[src/rtl/dbc_pkg.sv]
// Shared types and constants for the DMA buffer cache.
// Used by dbc_ctrl, dbc_datapath and the top level.
`default_nettype none
package dbc_pkg;
   localparam int ENTRIES    = 32;
   localparam int RING_DEPTH = 64;
   localparam int IDX_W      = $clog2(ENTRIES);
   localparam int CNT_W      = IDX_W + 1;
   localparam int RING_AW    = $clog2(RING_DEPTH);

   localparam logic [CNT_W-1:0] ENTRY_MAX     = CNT_W'(ENTRIES);
   localparam logic [5:0]       TTL_LONG_HIT  = 6'd32;
   localparam logic [5:0]       TTL_SHORT_HIT = 6'd2;
   localparam logic [5:0]       TTL_FRESH     = 6'd3;

   typedef enum logic [1:0] {
      REG_SHORT_COUNT = 2'd0,
      REG_TOTAL_COUNT = 2'd1,
      REG_SHORT_BYTES = 2'd2,
      REG_LONG_BYTES  = 2'd3
   } reg_index_type;

   typedef enum logic [1:0] {
      RSP_HIT     = 2'd0,
      RSP_MISS    = 2'd1,
      RSP_NO_FREE = 2'd2,
      RSP_TICK    = 2'd3
   } rsp_status_type;

   typedef enum logic [3:0] {
      OP_NONE,
      OP_ACCEPT,
      OP_CLEAR_START,
      OP_CLEAR_STEP,
      OP_TICK_STEP,
      OP_TICK_DONE,
      OP_INC,
      OP_SEL_NS,
      OP_SEL_HINT,
      OP_SEL_ZERO,
      OP_PULL,
      OP_HIT,
      OP_TAKE,
      OP_FAIL
   } dp_op_type;

   typedef struct packed {
      dp_op_type op;
      logic      long_pool;
   } dp_cmd_type;

   typedef struct packed {
      logic rebuild;
      logic clear_last;
      logic rsp_busy;
      logic func;
      logic long_lived;
      logic hint_ge_ns;
      logic cur_lt_nt;
      logic cur_lt_ns;
      logic covers;
      logic ttl_zero;
      logic short_nonempty;
      logic long_nonempty;
   } dp_status_type;

   typedef enum logic [3:0] {
      ST_IDLE,
      ST_CLEAR,
      ST_DISPATCH,
      ST_TICK,
      ST_LSCAN,
      ST_SPROBE,
      ST_SSCAN,
      ST_PULL_RD,
      ST_PULL_WR,
      ST_HIT,
      ST_TAKE_RD,
      ST_TAKE_WR
   } ctrl_state_type;
endpackage
`default_nettype wire

[src/rtl/dbc_datapath.sv]
// Entry tables, reuse rings, counters and the result register of the buffer cache.
// Driven by dbc_ctrl through dp_cmd_type; depends on dbc_pkg.
`default_nettype none
module dbc_datapath
   import dbc_pkg::*;
(
   input  wire logic        clock,
   input  wire logic        reset,
   input  wire logic        csr_we,
   input  wire logic [1:0]  csr_index,
   input  wire logic [15:0] csr_wdata,
   input  wire logic        req_func,
   input  wire logic [31:0] req_dev_addr,
   input  wire logic [15:0] req_req_bytes,
   input  wire logic        req_long_lived,
   input  wire logic [4:0]  req_index_hint,
   input  wire logic [2:0]  req_medium_req,
   input  wire logic        rsp_ready,
   output logic             rsp_valid,
   output logic [1:0]       rsp_status,
   output logic [4:0]       rsp_entry_index,
   output logic [15:0]      rsp_byte_offset,
   output logic [4:0]       rsp_new_hint,
   output logic             rsp_dma_start,
   output logic [31:0]      rsp_dma_addr,
   output logic [15:0]      rsp_dma_bytes,
   output logic [2:0]       rsp_dma_medium,
   input  wire dp_cmd_type  cmd,
   output dp_status_type    sts
);
   logic [5:0]  short_cnt_ff, total_cnt_ff;
   logic [15:0] short_bytes_ff, long_bytes_ff;
   logic        rebuild_ff;

   logic [31:0] ent_addr_ff [ENTRIES];
   logic [5:0]  ent_ttl_ff  [ENTRIES];
   logic [RING_AW-1:0] ent_pos_ff [ENTRIES];

   logic [IDX_W-1:0] sring [RING_DEPTH];
   logic [IDX_W-1:0] lring [RING_DEPTH];
   logic [IDX_W-1:0] srdata_ff, lrdata_ff;
   logic [RING_AW-1:0] srd_ff, swr_ff, lrd_ff, lwr_ff;

   logic [RING_AW-1:0] cur_ff;
   logic        func_ff, long_ff;
   logic [31:0] addr_ff;
   logic [15:0] bytes_ff;
   logic [4:0]  hint_ff;
   logic [2:0]  medium_ff;

   logic        rsp_valid_ff;
   logic [1:0]  rsp_status_ff;
   logic [4:0]  rsp_index_ff, rsp_hint_ff;
   logic [15:0] rsp_offset_ff, rsp_dbytes_ff;
   logic        rsp_start_ff;
   logic [31:0] rsp_daddr_ff;
   logic [2:0]  rsp_medium_ff;

   logic [CNT_W-1:0] ns, nt, nl;
   logic [IDX_W-1:0] e, head, take_idx;
   logic [15:0] size, take_size;
   logic [31:0] diff, aligned;
   logic [5:0]  ttl_e;
   logic        push, push_long, move;
   logic [RING_AW-1:0] p, r;
   logic        s_we, l_we;
   logic [RING_AW-1:0] s_wa, l_wa;
   logic [IDX_W-1:0] s_wd, l_wd;

   always_comb begin
      ns = (short_cnt_ff > 6'(ENTRY_MAX)) ? ENTRY_MAX : CNT_W'(short_cnt_ff);
      nt = (total_cnt_ff > 6'(ENTRY_MAX)) ? ENTRY_MAX : CNT_W'(total_cnt_ff);
      nl = (nt > ns) ? CNT_W'(nt - ns) : '0;
      e = cur_ff[IDX_W-1:0];
      size = ({1'b0, e} < ns) ? short_bytes_ff : long_bytes_ff;
      diff = addr_ff - ent_addr_ff[e];
      aligned = {addr_ff[31:4], 4'b0000};
      ttl_e = ent_ttl_ff[e];
      push = (cmd.op == OP_TICK_STEP) && (ttl_e == 6'd1);
      push_long = !({1'b0, e} < ns);
      p = ent_pos_ff[e];
      r = cmd.long_pool ? lrd_ff : srd_ff;
      head = cmd.long_pool ? lrdata_ff : srdata_ff;
      move = (cmd.op == OP_PULL) && (p != r);
      take_idx = cmd.long_pool ? lrdata_ff : srdata_ff;
      take_size = ({1'b0, take_idx} < ns) ? short_bytes_ff : long_bytes_ff;

      s_we = 1'b0;
      s_wa = cur_ff;
      s_wd = '0;
      l_we = 1'b0;
      l_wa = cur_ff;
      l_wd = '0;
      if (cmd.op == OP_CLEAR_STEP) begin
         s_we = 1'b1;
         s_wd = ({1'b0, cur_ff} < {1'b0, RING_AW'(ns)}) ? cur_ff[IDX_W-1:0] : '0;
         l_we = 1'b1;
         l_wd = ({1'b0, cur_ff} < {1'b0, RING_AW'(nl)}) ?
                IDX_W'(RING_AW'(ns) + cur_ff) : '0;
      end else if (push) begin
         if (push_long) begin
            l_we = 1'b1;
            l_wa = lwr_ff;
            l_wd = e;
         end else begin
            s_we = 1'b1;
            s_wa = swr_ff;
            s_wd = e;
         end
      end else if (move) begin
         if (cmd.long_pool) begin
            l_we = 1'b1;
            l_wa = p;
            l_wd = head;
         end else begin
            s_we = 1'b1;
            s_wa = p;
            s_wd = head;
         end
      end
   end

   always_comb begin
      sts.rebuild        = rebuild_ff;
      sts.clear_last     = (cur_ff == RING_AW'(RING_DEPTH - 1));
      sts.rsp_busy       = rsp_valid_ff;
      sts.func           = func_ff;
      sts.long_lived     = long_ff;
      sts.hint_ge_ns     = ({1'b0, hint_ff} >= ns);
      sts.cur_lt_nt      = ({1'b0, cur_ff} < {1'b0, RING_AW'(nt)});
      sts.cur_lt_ns      = ({1'b0, cur_ff} < {1'b0, RING_AW'(ns)});
      sts.covers         = !diff[31] && (bytes_ff <= size) &&
                           (diff <= {16'b0, size - bytes_ff});
      sts.ttl_zero       = (ttl_e == 6'd0);
      sts.short_nonempty = (srd_ff != swr_ff);
      sts.long_nonempty  = (lrd_ff != lwr_ff);
   end

   always_ff @(posedge clock) begin
      if (s_we) sring[s_wa] <= s_wd;
      if (l_we) lring[l_wa] <= l_wd;
      srdata_ff <= sring[srd_ff];
      lrdata_ff <= lring[lrd_ff];
   end

   always_ff @(posedge clock) begin
      if (reset) begin
         short_cnt_ff   <= 6'd16;
         total_cnt_ff   <= 6'd32;
         short_bytes_ff <= 16'd1024;
         long_bytes_ff  <= 16'd1024;
         rebuild_ff     <= 1'b1;
      end else begin
         if (cmd.op == OP_CLEAR_START) rebuild_ff <= 1'b0;
         if (csr_we) begin
            case (csr_index)
               REG_SHORT_COUNT: begin
                  short_cnt_ff <= csr_wdata[5:0];
                  rebuild_ff   <= 1'b1;
               end
               REG_TOTAL_COUNT: begin
                  total_cnt_ff <= csr_wdata[5:0];
                  rebuild_ff   <= 1'b1;
               end
               REG_SHORT_BYTES: short_bytes_ff <= csr_wdata;
               REG_LONG_BYTES:  long_bytes_ff  <= csr_wdata;
               default: ;
            endcase
         end
      end
   end

   always_ff @(posedge clock) begin
      case (cmd.op)
         OP_CLEAR_START: begin
            for (int i = 0; i < ENTRIES; i++) begin
               ent_addr_ff[i] <= '0;
               ent_ttl_ff[i]  <= '0;
               if (CNT_W'(i) < ns)
                  ent_pos_ff[i] <= RING_AW'(i);
               else if (CNT_W'(i) < nt)
                  ent_pos_ff[i] <= RING_AW'(CNT_W'(i) - ns);
               else
                  ent_pos_ff[i] <= '0;
            end
         end
         OP_TICK_STEP: begin
            if (ttl_e != 6'd0) ent_ttl_ff[e] <= ttl_e - 6'd1;
            if (push) ent_pos_ff[e] <= push_long ? lwr_ff : swr_ff;
         end
         OP_PULL: begin
            if (move) ent_pos_ff[head] <= p;
         end
         OP_HIT: begin
            ent_ttl_ff[e] <= cmd.long_pool ? TTL_LONG_HIT : TTL_SHORT_HIT;
         end
         OP_TAKE: begin
            ent_ttl_ff[take_idx]  <= TTL_FRESH;
            ent_addr_ff[take_idx] <= aligned;
         end
         default: ;
      endcase
   end

   always_ff @(posedge clock) begin
      if (reset) begin
         srd_ff <= '0;
         swr_ff <= '0;
         lrd_ff <= '0;
         lwr_ff <= '0;
         cur_ff <= '0;
      end else begin
         case (cmd.op)
            OP_CLEAR_START: begin
               srd_ff <= '0;
               lrd_ff <= '0;
               swr_ff <= RING_AW'(ns);
               lwr_ff <= RING_AW'(nl);
               cur_ff <= '0;
            end
            OP_CLEAR_STEP, OP_INC: cur_ff <= cur_ff + 1'b1;
            OP_TICK_STEP: begin
               cur_ff <= cur_ff + 1'b1;
               if (push) begin
                  if (push_long) lwr_ff <= lwr_ff + 1'b1;
                  else swr_ff <= swr_ff + 1'b1;
               end
            end
            OP_ACCEPT, OP_SEL_ZERO: cur_ff <= '0;
            OP_SEL_NS:   cur_ff <= RING_AW'(ns);
            OP_SEL_HINT: cur_ff <= RING_AW'(hint_ff);
            OP_PULL, OP_TAKE: begin
               if (cmd.long_pool) lrd_ff <= lrd_ff + 1'b1;
               else srd_ff <= srd_ff + 1'b1;
            end
            default: ;
         endcase
      end
   end

   always_ff @(posedge clock) begin
      if (cmd.op == OP_ACCEPT) begin
         func_ff   <= req_func;
         addr_ff   <= req_dev_addr;
         bytes_ff  <= req_req_bytes;
         long_ff   <= req_long_lived;
         hint_ff   <= req_index_hint;
         medium_ff <= req_medium_req;
      end
   end

   always_ff @(posedge clock) begin
      if (reset) begin
         rsp_valid_ff <= 1'b0;
      end else if (cmd.op == OP_HIT || cmd.op == OP_TAKE ||
                   cmd.op == OP_FAIL || cmd.op == OP_TICK_DONE) begin
         rsp_valid_ff <= 1'b1;
      end else if (rsp_ready) begin
         rsp_valid_ff <= 1'b0;
      end
   end

   always_ff @(posedge clock) begin
      case (cmd.op)
         OP_HIT: begin
            rsp_status_ff <= RSP_HIT;
            rsp_index_ff  <= e;
            rsp_offset_ff <= diff[15:0];
            rsp_hint_ff   <= cmd.long_pool ? e : hint_ff;
            rsp_start_ff  <= 1'b0;
            rsp_daddr_ff  <= '0;
            rsp_dbytes_ff <= '0;
            rsp_medium_ff <= '0;
         end
         OP_TAKE: begin
            rsp_status_ff <= RSP_MISS;
            rsp_index_ff  <= take_idx;
            rsp_offset_ff <= {12'b0, addr_ff[3:0]};
            rsp_hint_ff   <= take_idx;
            rsp_start_ff  <= 1'b1;
            rsp_daddr_ff  <= aligned;
            rsp_dbytes_ff <= take_size;
            rsp_medium_ff <= medium_ff;
         end
         OP_FAIL, OP_TICK_DONE: begin
            rsp_status_ff <= (cmd.op == OP_FAIL) ? RSP_NO_FREE : RSP_TICK;
            rsp_index_ff  <= '0;
            rsp_offset_ff <= '0;
            rsp_hint_ff   <= (cmd.op == OP_FAIL) ? hint_ff : 5'd0;
            rsp_start_ff  <= 1'b0;
            rsp_daddr_ff  <= '0;
            rsp_dbytes_ff <= '0;
            rsp_medium_ff <= '0;
         end
         default: ;
      endcase
   end

   assign rsp_valid       = rsp_valid_ff;
   assign rsp_status      = rsp_status_ff;
   assign rsp_entry_index = rsp_index_ff;
   assign rsp_byte_offset = rsp_offset_ff;
   assign rsp_new_hint    = rsp_hint_ff;
   assign rsp_dma_start   = rsp_start_ff;
   assign rsp_dma_addr    = rsp_daddr_ff;
   assign rsp_dma_bytes   = rsp_dbytes_ff;
   assign rsp_dma_medium  = rsp_medium_ff;
endmodule
`default_nettype wire

[src/rtl/dbc_ctrl.sv]
// Sequencer for the buffer cache: clear sweep, tick aging, search, pull and take.
// Drives dbc_datapath through dp_cmd_type; depends on dbc_pkg.
`default_nettype none
module dbc_ctrl
   import dbc_pkg::*;
(
   input  wire logic    clock,
   input  wire logic    reset,
   input  wire logic    req_valid,
   output logic         req_ready,
   input  wire dp_status_type sts,
   output dp_cmd_type   cmd
);
   ctrl_state_type state_ff, state_in;
   logic pool_ff, pool_in;

   always_ff @(posedge clock) begin
      if (reset) begin
         state_ff <= ST_IDLE;
         pool_ff  <= 1'b0;
      end else begin
         state_ff <= state_in;
         pool_ff  <= pool_in;
      end
   end

   always_comb begin
      state_in = state_ff;
      pool_in  = pool_ff;
      case (state_ff)
         ST_IDLE: begin
            if (sts.rebuild) state_in = ST_CLEAR;
            else if (req_valid && !sts.rsp_busy) state_in = ST_DISPATCH;
         end
         ST_CLEAR: begin
            if (sts.rebuild) state_in = ST_IDLE;
            else if (sts.clear_last) state_in = ST_IDLE;
         end
         ST_DISPATCH: begin
            if (!sts.func) state_in = ST_TICK;
            else if (sts.long_lived || sts.hint_ge_ns) state_in = ST_LSCAN;
            else state_in = ST_SPROBE;
         end
         ST_TICK: begin
            if (!sts.cur_lt_nt) state_in = ST_IDLE;
         end
         ST_LSCAN: begin
            if (sts.cur_lt_nt) begin
               if (sts.covers) begin
                  pool_in  = 1'b1;
                  state_in = (sts.ttl_zero && sts.long_nonempty) ? ST_PULL_RD : ST_HIT;
               end
            end else if (sts.long_lived && sts.long_nonempty) begin
               pool_in  = 1'b1;
               state_in = ST_TAKE_RD;
            end else if (!sts.long_lived) begin
               state_in = ST_SPROBE;
            end else if (sts.short_nonempty) begin
               pool_in  = 1'b0;
               state_in = ST_TAKE_RD;
            end else begin
               state_in = ST_IDLE;
            end
         end
         ST_SPROBE: begin
            if (!sts.hint_ge_ns && sts.covers) begin
               pool_in  = 1'b0;
               state_in = (sts.ttl_zero && sts.short_nonempty) ? ST_PULL_RD : ST_HIT;
            end else begin
               state_in = ST_SSCAN;
            end
         end
         ST_SSCAN: begin
            if (sts.cur_lt_ns) begin
               if (sts.covers) begin
                  pool_in  = 1'b0;
                  state_in = (sts.ttl_zero && sts.short_nonempty) ? ST_PULL_RD : ST_HIT;
               end
            end else if (sts.short_nonempty) begin
               pool_in  = 1'b0;
               state_in = ST_TAKE_RD;
            end else begin
               state_in = ST_IDLE;
            end
         end
         ST_PULL_RD: state_in = ST_PULL_WR;
         ST_PULL_WR: state_in = ST_HIT;
         ST_HIT:     state_in = ST_IDLE;
         ST_TAKE_RD: state_in = ST_TAKE_WR;
         ST_TAKE_WR: state_in = ST_IDLE;
         default:    state_in = ST_IDLE;
      endcase
   end

   always_comb begin
      cmd.op        = OP_NONE;
      cmd.long_pool = pool_ff;
      req_ready     = 1'b0;
      case (state_ff)
         ST_IDLE: begin
            if (sts.rebuild) begin
               cmd.op = OP_CLEAR_START;
            end else begin
               req_ready = !sts.rsp_busy;
               if (req_valid && !sts.rsp_busy) cmd.op = OP_ACCEPT;
            end
         end
         ST_CLEAR: cmd.op = sts.rebuild ? OP_NONE : OP_CLEAR_STEP;
         ST_DISPATCH: begin
            if (sts.func) begin
               cmd.op = (sts.long_lived || sts.hint_ge_ns) ? OP_SEL_NS : OP_SEL_HINT;
            end
         end
         ST_TICK: cmd.op = sts.cur_lt_nt ? OP_TICK_STEP : OP_TICK_DONE;
         ST_LSCAN: begin
            if (sts.cur_lt_nt) begin
               if (!sts.covers) cmd.op = OP_INC;
            end else if (!sts.long_lived) begin
               cmd.op = OP_SEL_HINT;
            end else if (!sts.long_nonempty && !sts.short_nonempty) begin
               cmd.op = OP_FAIL;
            end
         end
         ST_SPROBE: begin
            if (sts.hint_ge_ns || !sts.covers) cmd.op = OP_SEL_ZERO;
         end
         ST_SSCAN: begin
            if (sts.cur_lt_ns) begin
               if (!sts.covers) cmd.op = OP_INC;
            end else if (!sts.short_nonempty) begin
               cmd.op = OP_FAIL;
            end
         end
         ST_PULL_WR: cmd.op = OP_PULL;
         ST_HIT:     cmd.op = OP_HIT;
         ST_TAKE_WR: cmd.op = OP_TAKE;
         default:    cmd.op = OP_NONE;
      endcase
   end
endmodule
`default_nettype wire

[src/rtl/dma_buffer_cache_ttl_reuse_top.sv]
// Top level of the DMA staging buffer cache with time-to-live and reuse rings.
// Instantiates dbc_ctrl and dbc_datapath; depends on dbc_pkg.
//
// One beat in, one beat out, one item at a time; the next beat is taken only
// after the result beat has left. A tick ages each of the total-count entries
// in turn and then returns its result. A request is accepted and dispatched,
// then scans entry by entry (the long pool first for long-lived requests and
// for a hint in the long pool; short-lived ones then probe the hint and scan
// the short pool), and ends in a plain hit, a hit that pulls the entry from
// its ring, a ring take or a no-free result; each scan step reads one entry.
// After reset and after each write of either count register the block
// rebuilds both 64-deep reuse rings before it takes a beat.
`default_nettype none
module dma_buffer_cache_ttl_reuse_top
   import dbc_pkg::*;
(
   input  wire logic        clock,
   input  wire logic        reset,
   input  wire logic        csr_we,
   input  wire logic [1:0]  csr_index,
   input  wire logic [15:0] csr_wdata,
   input  wire logic        req_valid,
   output logic             req_ready,
   input  wire logic        req_func,
   input  wire logic [31:0] req_dev_addr,
   input  wire logic [15:0] req_req_bytes,
   input  wire logic        req_long_lived,
   input  wire logic [4:0]  req_index_hint,
   input  wire logic [2:0]  req_medium_req,
   output logic             rsp_valid,
   input  wire logic        rsp_ready,
   output logic [1:0]       rsp_status,
   output logic [4:0]       rsp_entry_index,
   output logic [15:0]      rsp_byte_offset,
   output logic [4:0]       rsp_new_hint,
   output logic             rsp_dma_start,
   output logic [31:0]      rsp_dma_addr,
   output logic [15:0]      rsp_dma_bytes,
   output logic [2:0]       rsp_dma_medium
);
   dp_cmd_type    cmd;
   dp_status_type sts;

   dbc_ctrl u_ctrl (
      .clock     (clock),
      .reset     (reset),
      .req_valid (req_valid),
      .req_ready (req_ready),
      .sts       (sts),
      .cmd       (cmd)
   );

   dbc_datapath u_datapath (
      .clock           (clock),
      .reset           (reset),
      .csr_we          (csr_we),
      .csr_index       (csr_index),
      .csr_wdata       (csr_wdata),
      .req_func        (req_func),
      .req_dev_addr    (req_dev_addr),
      .req_req_bytes   (req_req_bytes),
      .req_long_lived  (req_long_lived),
      .req_index_hint  (req_index_hint),
      .req_medium_req  (req_medium_req),
      .rsp_ready       (rsp_ready),
      .rsp_valid       (rsp_valid),
      .rsp_status      (rsp_status),
      .rsp_entry_index (rsp_entry_index),
      .rsp_byte_offset (rsp_byte_offset),
      .rsp_new_hint    (rsp_new_hint),
      .rsp_dma_start   (rsp_dma_start),
      .rsp_dma_addr    (rsp_dma_addr),
      .rsp_dma_bytes   (rsp_dma_bytes),
      .rsp_dma_medium  (rsp_dma_medium),
      .cmd             (cmd),
      .sts             (sts)
   );
endmodule
`default_nettype wire
[config.mk]
export PLATFORM = sky130hd
export DESIGN_NAME = dma_buffer_cache_ttl_reuse_top
export DESIGN_NICKNAME = d
export VERILOG_FILES = /design/src/rtl/dbc_pkg.sv /design/src/rtl/dbc_datapath.sv /design/src/rtl/dbc_ctrl.sv /design/src/rtl/dma_buffer_cache_ttl_reuse_top.sv
export SDC_FILE = /design/constraint.sdc
export NUM_CORES = 2
export LEC_CHECK = 0
export BUFFER_PORTS_ARGS = -buffer_cell sky130_fd_sc_hd__buf_2
export CORE_ASPECT_RATIO = 0.8
export CORE_MARGIN = 2
export CORE_UTILIZATION = 40
export CTS_BUF_LIST = sky130_fd_sc_hd__clkbuf_2 sky130_fd_sc_hd__clkbuf_4 sky130_fd_sc_hd__clkbuf_8
export CTS_CLUSTER_DIAMETER = 30
export DETAILED_ROUTE_END_ITERATION = 10
export GPL_ROUTABILITY_DRIVEN = 0
export PLACE_DENSITY = 0.57
export SLEW_MARGIN = 20
export SYNTH_ARGS = -nofsm -noshare
export SYNTH_HDL_FRONTEND = slang
export SYNTH_SLANG_ARGS = --single-unit
[constraint.sdc]
create_clock -name clock -period 8.65 [get_ports clock]
set_input_delay 0.4325 -clock clock [delete_from_list [all_inputs] [get_ports clock]]
set_output_delay 0.4325 -clock clock [all_outputs]
set_load 0.05 [all_outputs]
==> metrics <==
internal power 0.0261 W; clk_lat worst skew 1.10 ns; wire length on met2 143 mm; Tmin final 8.11 ns; DP Area 106000 um^2; Syn Area/Cell 14.7 um^2; main combinational cell family by area after synthesis multiplexers; number of global-route vias before repair 65500; Critical Path AT 8.84 ns; share of the clock period used by the worst path 93.8%; Routed Antenna Nets 0; area share of xor/xnor cells in the synthesized design 0.764%; power density cells 345 nW/um^2; row count 163; VDD IR-drop max 0.322 mV; Die X-Extent 562 um; Post-synth EDFFs 2054; grt ovf 0; layout cells sized above 1 27.2%; clock skew 0.0947 ns; drt pass-1 iters 6; Die Ht 451 um; FFs w/ async S/R, synth 0%; Final setup viols 0; Yosys cell types 90; slowest cell on the critical path dfxtp_4; die footprint 253000 um^2; Worst Min Path Start req_req_bytes[0]; Layout area overhead 18.0%; Final Hold Viols 0; RSZ-0062 raised after global routing no; share of total power in sequential cells 40.8%; most common flop cell mapped by yosys edfxtp_1; yosys warns 0; met1 WL 140 mm; clk slew on worst S/H paths 0.06 ns; GRT Total Usage 25.7%; TritonCTS Buffers 467; # port buffers 158; Reg-to-Reg End u_datapath.rsp_dma_addr[17]$_SDFFCE_PN0P_; Net Sw Frac 35.7%; drt via density 6.09; final setup TNS 0 ns; Mapped Area 99700 um^2; largest net degree at the start of global routing 172; CTS root buffer clkbuf_8; Max FO, Critical Path 48; Simple-Gate Fraction of Synth Area 11.4%; synthesized flop and latch total 2150; leak pwr 41.5 nW; Core Region 247000 um^2; H-tree depth 5; clock share of power 28.9%; fill cell count 21300; status complete, no violations; Largest stage delay, worst path 0.77 ns; CP endpoint u_datapath.rsp_dma_addr[17]$_SDFFCE_PN0P_; I/O Pins 163; CTS tree yes; Post-Synth Adder-Cell Area 1.57%; worst-path cell chain buf_4 > mux4_2 > mux4_2 > mux2i_1 > ha_1 > a21o_1 > a311oi_1 > nor2_1 > a41oi_1 > xnor2_1 > ha_1 > nand4_1 > nor2_1 > a221o_1 > a211o_1 > a211o_1 > nor4_1 > and4b_2 > nand4_1 > o2111a_1 > buf_4 > nand2b_4 > buf_6; final instance area 118000 um^2; starting density of the core 40.3%; Wirelength per Cell 30.0 um; critical path type flop to flop; P_sw 0.0145 W; 1st-iter DRT viols 9286; combinational power share 30.3%; metal3 WL 37.1 mm; Slew HR 14.4%; Hold WC Path Type primary input to flop; first-pass GRT wire length 474 mm; antenna violations before repair 25; Synth Area in Compound Gates 5.02%; drt drc 0; placed insts 10000; Longest Clk Path Bufs 4; critical path launch point type flop; Post-Route WL 331 mm; worst endpoint required time 9.38 ns; CTS Sinks 2150; Max-Cap Viols 0; sequential element share of the synthesized area 63.8%; Layout Nets 7552; R2R cell count 23; CP Capture Type flop; Syn Inst Count 6776; via count 67200; worst slew pin tran 1.28 ns; Layout Cells excl Fill 11000; Max Transition Viols Final 0; Fmax achieved 123 MHz; mux share of post-synthesis cell area 14.7%; hpwl dp 207 mm; R2R Setup Slk 0.54 ns; Top Metal Used met5
[power by group through the flow]
stage                     logic (W)  clock network [W]  registers [W]
after floorplan             0.00646                  0         0.0165
after global placement       0.0118                  0         0.0166
final                        0.0123             0.0117         0.0165
after CTS                    0.0120             0.0119         0.0165
after detailed placement     0.0119                  0         0.0167
after global routing         0.0127             0.0124         0.0168
[how the worst min path moves through the flow]
stage	endpoint	slack (ns)	cells after the start
3_5_place_dp	u_datapath.long_bytes_ff[13]$_SDFFE_PP0P_	0.46	2
6_report	u_datapath.bytes_ff[0]$_DFFE_PN_	0.14	2
3_3_place_gp	u_datapath.short_bytes_ff[13]$_SDFFE_PP0P_	0.46	2
4_1_cts	u_datapath.bytes_ff[0]$_DFFE_PN_	0.03	2
5_1_grt	u_datapath.bytes_ff[0]$_DFFE_PN_	0.06	2
2_1_floorplan	u_datapath.short_bytes_ff[11]$_SDFFE_PP0P_	0.45	2
[Yosys cell counts (all sizes together), types with 10 or more instances]
cell type,number,area [um^2]
a21o,18,135
a21oi,252,1270
a22o,12,105
a22oi,40,300
a31oi,27,175
a32oi,17,149
and2,48,300
and3,847,5300
buf,78,402
clkbuf,536,2010
dfxtp,96,1920
edfxtp,2054,61700
ha,119,1490
inv,84,315
mux2,28,315
mux2i,88,881
mux4,599,13500
nand2,397,1490
nand2b,46,288
nand3,68,340
nand4,23,144
nor2,482,1810
nor2b,34,213
nor3,185,931
nor4,11,68.8
o21a,17,128
o21ai,168,852
o22ai,101,632
o31ai,12,90.1
o32a,10,100
or2,17,106
or3,21,131
xnor2,65,569
xor2,22,193
[per-stage QoR]
step	setup WS, ns	hold slack (ns)	power (W)	util [%]
after CTS	0.241	0.0269	0.0404	47.5
after global placement	0.262	0.461	0.0284	42.9
after detailed placement	0.309	0.463	0.0286	43.0
after floorplan	0.110	0.445	0.0229	-
final	0.537	0.142	0.0405	47.6
after global routing	0.0813	0.0575	0.0418	47.6
[critical path: cells and delay by family (launching register included)]
kind | cells | cell delay [ns]
AND/OR/NAND/NOR | 7 | 1.14
AO/OA/AOI/OAI | 7 | 2.07
adder cells (fa/ha/maj) | 2 | 0.77
XOR/XNOR | 1 | 0.36
buffers and inverters | 3 | 0.91
multiplexers | 3 | 1.59
flip-flops | 1 | 0.77
[cells by family after synthesis]
logic type / Yosys count
AOI/OAI and AO/OA: 790
other: 1
and+or+nand+nor: 2206
muxes: 715
buffers and inverters: 704
xor gates and xnor gates: 87
adders and majority gates: 123
DFF: 2150
[cell type report]
| class | count | area, um^2 | area share (%) |
|---|---|---|---|
| antenna | 15 | 37.5 | 0.0319 |
| clock buffer | 535 | 7010 | 5.96 |
| clock inverter | 305 | 2890 | 2.45 |
| inverter | 90 | 339 | 0.288 |
| multi-input combinational | 3925 | 34000 | 28.9 |
| sequential | 2150 | 63600 | 54.1 |
| tap | 3300 | 4130 | 3.51 |
| timing repair buffer | 714 | 5560 | 4.72 |
[registers in the layout, summed over array words and instances (netlist names), 6 cells and up, named ones only]
register	flops
u_datapath.short_cnt_ff	6
u_datapath.srd_ff	6
u_datapath.long_bytes_ff	16
u_datapath.lwr_ff	6
u_datapath.sring	320
u_datapath.cur_ff	6
u_datapath.short_bytes_ff	16
u_datapath.total_cnt_ff	6
u_datapath.rsp_dma_addr	28
u_datapath.ent_addr_ff	896
u_datapath.bytes_ff	16
u_datapath.rsp_byte_offset	16
u_datapath.swr_ff	6
u_datapath.rsp_dma_bytes	16
u_datapath.ent_pos_ff	192
u_datapath.addr_ff	32
u_datapath.ent_ttl_ff	192
u_datapath.lring	320
u_datapath.lrd_ff	6
[repair_timing]
action,in CTS,in global routing
resized for setup,0,7
hold endpoints to repair,120,0
buffers inserted,0,0
setup endpoints to repair,0,132
hold buffers,132,0
[layer usage]
layer | global-route usage, % | vias to the layer above
met5 | 0 | -
li1 | - | 27800
met3 | 6.34 | 653
met4 | 8.92 | 10
met1 | 38.2 | 34600
met2 | 36.7 | 4077
[cell usage in the layout (no fill, tap or decap), types with 83 or more instances in the layout]
master	synthesis	layout
a21oi_1	251	249
and3_1	847	847
buf_2	14	158
buf_4	10	406
clkbuf_8	0	478
clkinv_1	6	88
clkinv_2	0	95
dfxtp_1	96	85
dlygate4sd3_1	0	132
edfxtp_1	2054	2054
ha_1	119	119
inv_1	83	83
mux2i_1	88	88
mux4_2	599	599
nand2_1	397	396
nor2_1	482	471
nor3_1	184	177
o21ai_0	157	109
o22ai_1	101	99
Note: power is estimated with default switching activity, not from simulation.
